### src/hdl/tdph_pkg.sv
package tdph_pkg;

  localparam int POS_W      = 32;
  localparam int BINS_REG_W = 7;
  localparam int INV_W      = 32;
  localparam int RD_IDX_W   = 6;
  localparam int OUT_W      = 32;
  localparam int CFG_IDX_W  = 2;
  localparam int CFG_DATA_W = 32;

  localparam logic [CFG_IDX_W-1:0] REG_BINS_X    = 2'd0;
  localparam logic [CFG_IDX_W-1:0] REG_BINS_Y    = 2'd1;
  localparam logic [CFG_IDX_W-1:0] REG_INV_WID_X = 2'd2;
  localparam logic [CFG_IDX_W-1:0] REG_INV_WID_Y = 2'd3;

  localparam logic [BINS_REG_W-1:0] BINS_RESET    = 7'd64;
  localparam logic [INV_W-1:0]      INV_WID_RESET = 32'd65536;

  localparam logic CMD_ADD  = 1'b0;
  localparam logic CMD_READ = 1'b1;

  typedef struct packed {
    logic capture;
    logic mul_en;
    logic idx_en;
    logic rd_en;
    logic upd_en;
    logic clr_en;
  } ctl_cmd_t;

  typedef struct packed {
    logic clr_last;
  } ctl_sts_t;

endpackage

### src/hdl/tdph_ctrl.sv
module tdph_ctrl (
  input  logic                clk,
  input  logic                rst_n,
  input  logic                start,
  input  tdph_pkg::ctl_sts_t  sts,
  output tdph_pkg::ctl_cmd_t  cmd,
  output logic                busy
);
  import tdph_pkg::*;

  localparam logic [2:0] ST_IDLE  = 3'd0;
  localparam logic [2:0] ST_CLEAR = 3'd1;
  localparam logic [2:0] ST_MUL   = 3'd2;
  localparam logic [2:0] ST_IDX   = 3'd3;
  localparam logic [2:0] ST_RD    = 3'd4;
  localparam logic [2:0] ST_WR    = 3'd5;

  logic [2:0] state_r;
  logic [2:0] state_nxt;

  always_comb begin
    state_nxt = state_r;
    unique case (state_r)
      ST_IDLE:  if (start) state_nxt = ST_MUL;
      ST_CLEAR: if (sts.clr_last) state_nxt = ST_IDLE;
      ST_MUL:   state_nxt = ST_IDX;
      ST_IDX:   state_nxt = ST_RD;
      ST_RD:    state_nxt = ST_WR;
      ST_WR:    state_nxt = ST_IDLE;
      default:  state_nxt = ST_IDLE;
    endcase
  end

  always_ff @(posedge clk) begin
    if (!rst_n) begin
      state_r <= ST_CLEAR;
    end else begin
      state_r <= state_nxt;
    end
  end

  always_comb begin
    cmd.capture = (state_r == ST_IDLE) && start;
    cmd.mul_en  = (state_r == ST_MUL);
    cmd.idx_en  = (state_r == ST_IDX);
    cmd.rd_en   = (state_r == ST_RD);
    cmd.upd_en  = (state_r == ST_WR);
    cmd.clr_en  = (state_r == ST_CLEAR);
  end

  assign busy = (state_r != ST_IDLE);

endmodule

### config.mk
export PLATFORM = sky130hd
export DESIGN_NAME = tdph_ctrl
export DESIGN_NICKNAME = d
export VERILOG_FILES = /design/src/hdl/tdph_pkg.sv /design/src/hdl/tdph_ctrl.sv
export SDC_FILE = /design/constraint.sdc
export NUM_CORES = 1
export LEC_CHECK = 0
export ABC_AREA = 1
export BUFFER_PORTS_ARGS = -buffer_cell sky130_fd_sc_hd__buf_2
export CORE_AREA = 2 2 39 41
export CTS_BUF_LIST = sky130_fd_sc_hd__clkbuf_4 sky130_fd_sc_hd__clkbuf_8
export DETAILED_ROUTE_END_ITERATION = 10
export DIE_AREA = 0 0 41 43
export SETUP_SLACK_MARGIN = 0.15
export SLEW_MARGIN = 20
export SYNTH_ARGS = -nofsm -noshare
export SYNTH_HDL_FRONTEND = slang
export SYNTH_SLANG_ARGS = --single-unit
### constraint.sdc
create_clock -name clk -period 1.4 [get_ports clk]
set_input_delay 0.07 -clock clk [delete_from_list [all_inputs] [get_ports clk]]
set_output_delay 0.07 -clock clk [all_outputs]
set_load 0.005 [all_outputs]
==> out/summary.txt <==
Critical path endpoint: cmd[1]
Clock network latency to the later pin of the worst-skew pair: 0.23 ns
Top-level I/O count: 11
Slew of the pin with the lowest slew margin: 0.218 ns
Number of setup buffers added after CTS: 0
Library cell used as clock root buffer: sky130_fd_sc_hd__clkbuf_4
Hold wc startpoint: sts
Post-synth top cells: sky130_fd_sc_hd__inv_1, sky130_fd_sc_hd__nand2_1, sky130_fd_sc_hd__nor2_1
Sw Share: 0.241
Clock share of power: 0.552
Data arrival time of the critical path: 1.02 ns
Congestion Overflow GR: 0
Biggest cell delay along the critical path: 0.37 ns
Leading register cell type out of synthesis: sky130_fd_sc_hd__dfxtp_1
Worst hold-check slack: 0.0773 ns
Fraction of registers with async set/reset: 0
Via-per-instance ratio: 3.46
Share of the yosys chip area belonging to registers: 0.356
Post-layout nets: 46
Relative contribution of combinational cells to total power: 0.135
Number of storage elements in the synthesis netlist: 3
Share of final-layout standard cells stronger than drive strength 1: 0.439
Setup WS post-layout: 0.307 ns
Psw: 75.3 uW
Number of enable flip-flop cells after synthesis: 0
Number of instances in the synthesized netlist: 27
Worst voltage drop across the vdd grid: 0.263 mV
Mean instance size in the synthesized netlist: 6.26 sq um
CTS tree: yes
Buf+Inv Stages, Crit Path: 2
Most repeated cell in the gate-level netlist after synthesis: sky130_fd_sc_hd__inv_1
Max stage delay cell, worst path: sky130_fd_sc_hd__dfxtp_1
Registers with the highest flip-flop counts: state_r x3
Total CTS buffers: 3
Number of setup violations in the final report: 0
Reg with most FFs: state_r
Total routing resource utilization after global routing: 0.0592
Initial cell density of the core: 0.122
Net Count, Synth: 31
Final Cycle Share: 0.781
Die Height: 43 um
Die Wd: 41 um
Initial antenna violation count: 0
Place WS: 0.522 ns
Wire length of the first global-routing pass: 593 um
Slew margin rel.: 0.854
Post-route non-filler standard cell count: 57
Category of the worst setup path launch point: register
Dominant cell type by area after synthesis: sky130_fd_sc_hd__dfxtp_1
Total iterations of the first detailed-routing run: 1
Number of pins exceeding their max-slew limit in the final report: 0
Remaining antenna violation count: 0
Power density cells: 1160 mW/mm^2
Synth Warn #: 0
Leakage power: 0.000179 uW
CTS H-tree depth: 1
Core footprint: 0.00138 sq mm
Start point of the critical path: state_r[0]
Nature of the critical path endpoint: output port
Number of distinct standard cells referenced by the synthesized netlist: 12
Hold buffer count at cts: 0
Maximum capacitance violations: 0
Number of clock sinks: 3
Register share of total power: 0.312
Inst Count DP: 53
Required time of the worst setup path: 1.33 ns
Detailed-route DRC error count: 0
Setup repair after global routing missed its margin: false
Vias: 197
R2r setup slk: 0.53 ns
Maximum achievable frequency: 915 MHz
Global placement routability congestion: 0.571
Setup Total Neg Slack: 0 ns
Number of flip-flops in the largest register: 3
Antenna Cells: 0
Initial drt markers: 0
Die Outline Area: 0.00176 sq mm
Critical path cell sequence: inv_1, nor3_1, buf_2
CTS clk-pin slew, worst paths: 0.04 ns
Critical register-to-register path startpoint: state_r[1]
Area occupied by registers: 60.1 sq um
Run status: complete, no violations
Number of global-route vias before repair: 170
Maximum number of pins on one net before global-route repair: 7
Number of stages on the worst setup path: 3
Crit path max fanout: 4
FF-to-FF path depth: 5
Clock Skew: 0.00245 ns
Cell internal pwr: 237 uW
Top-area cell type share of the netlist area: 0.356
WL final: 392 um
Cell class contributing the biggest share of worst-path delay: flip-flops
Number of endpoints with negative hold slack in the final report: 0
Class of the most critical hold timing path: in2reg
Worst setup path class: reg2out
Finished Cell Area: 269 sq um
Post-CTS resize count: 0
Time the worst path needs with I/O delays and setup: 1.09 ns
Post-DP Area: 239 sq um
Maximum buffer depth of the clock tree: 2
Average wire length per cell after detail routing: 6.88 um
Final HPWL from detailed placement: 319 um
Syn-to-layout area delta: 59.3%
Mapped cell area: 169 sq um
Area occupied by multi-input gates: 78.8 sq um
End of the worst register-to-register path: state_r[0]
Port Buffer Count: 10
Num rows: 14
Fill cell instance count of the final layout: 174
Top post-synthesis cells by area: sky130_fd_sc_hd__dfxtp_1, sky130_fd_sc_hd__inv_1, sky130_fd_sc_hd__nand2_1, sky130_fd_sc_hd__nor2_1, sky130_fd_sc_hd__nor3_2
[cells by family after synthesis]
group                  synth area share
AO/OA/AOI/OAI                    0.0741
flip-flops                        0.356
AND/OR/NAND/NOR                   0.393
buffers and inverters             0.178
[power by group through the flow]
| stage | registers (uW) | logic [uW] | clock network, uW |
|---|---|---|---|
| CTS | 97.8 | 43.2 | 179 |
| finish | 97.7 | 42.4 | 173 |
| floorplan | 98.0 | 24.9 | 0 |
| global placement | 99.0 | 42.6 | 0 |
| global route | 98.3 | 49.4 | 187 |
| detailed placement | 99.1 | 43.1 | 0 |
[cell type report]
| class | instances | area share |
|---|---|---|
| Inverter | 8 | 0.112 |
| Multi-Input combinational cell | 16 | 0.293 |
| Timing Repair Buffer | 10 | 0.186 |
| Tap cell | 16 | 0.0744 |
| Sequential cell | 3 | 0.223 |
| Clock buffer | 4 | 0.112 |
[worst min-delay path by stage]
| stage | end | slack [ns] | cells after the start |
|---|---|---|---|
| floorplan | cmd[5] | 0.21 | 2 |
| global placement | state_r[0] | 0.32 | 4 |
| detailed placement | state_r[0] | 0.33 | 4 |
| CTS | state_r[0] | 0.08 | 4 |
| global route | state_r[0] | 0.10 | 4 |
| finish | state_r[0] | 0.08 | 4 |
[cell usage in the layout, fill, tap and decap left out, drive strengths merged]
cell / count
inv: 8
nand2: 6
dfxtp: 3
o211ai: 1
clkbuf: 4
nor3: 2
a21oi: 1
nor2: 5
nand3: 1
buf: 10
[worst min-delay path, delay by kind of cell]
kind / cells / cell delay (ns)
buffers and inverters: 2 / 0.10
and+or+nand+nor: 2 / 0.09
[per-stage QoR]
| stage | power, uW | utilization |
|---|---|---|
| floorplan | 123 | - |
| global placement | 142 | 0.173 |
| detailed placement | 142 | 0.173 |
| CTS | 320 | 0.194 |
| global route | 334 | 0.194 |
| finish | 313 | 0.194 |
[routing by layer]
| metal | global-route usage | share of wire | vias to the layer above |
|---|---|---|---|
| li1 | - | - | 109 |
| met1 | 0.0577 | 0.44 | 74 |
| met2 | 0.0625 | 0.39 | 10 |
| met3 | 0.0314 | 0.12 | 4 |
| met4 | 0.100 | 0.054 | 0 |
| met5 | 0 | 0 | - |
Power figures use the tool's default switching activity.
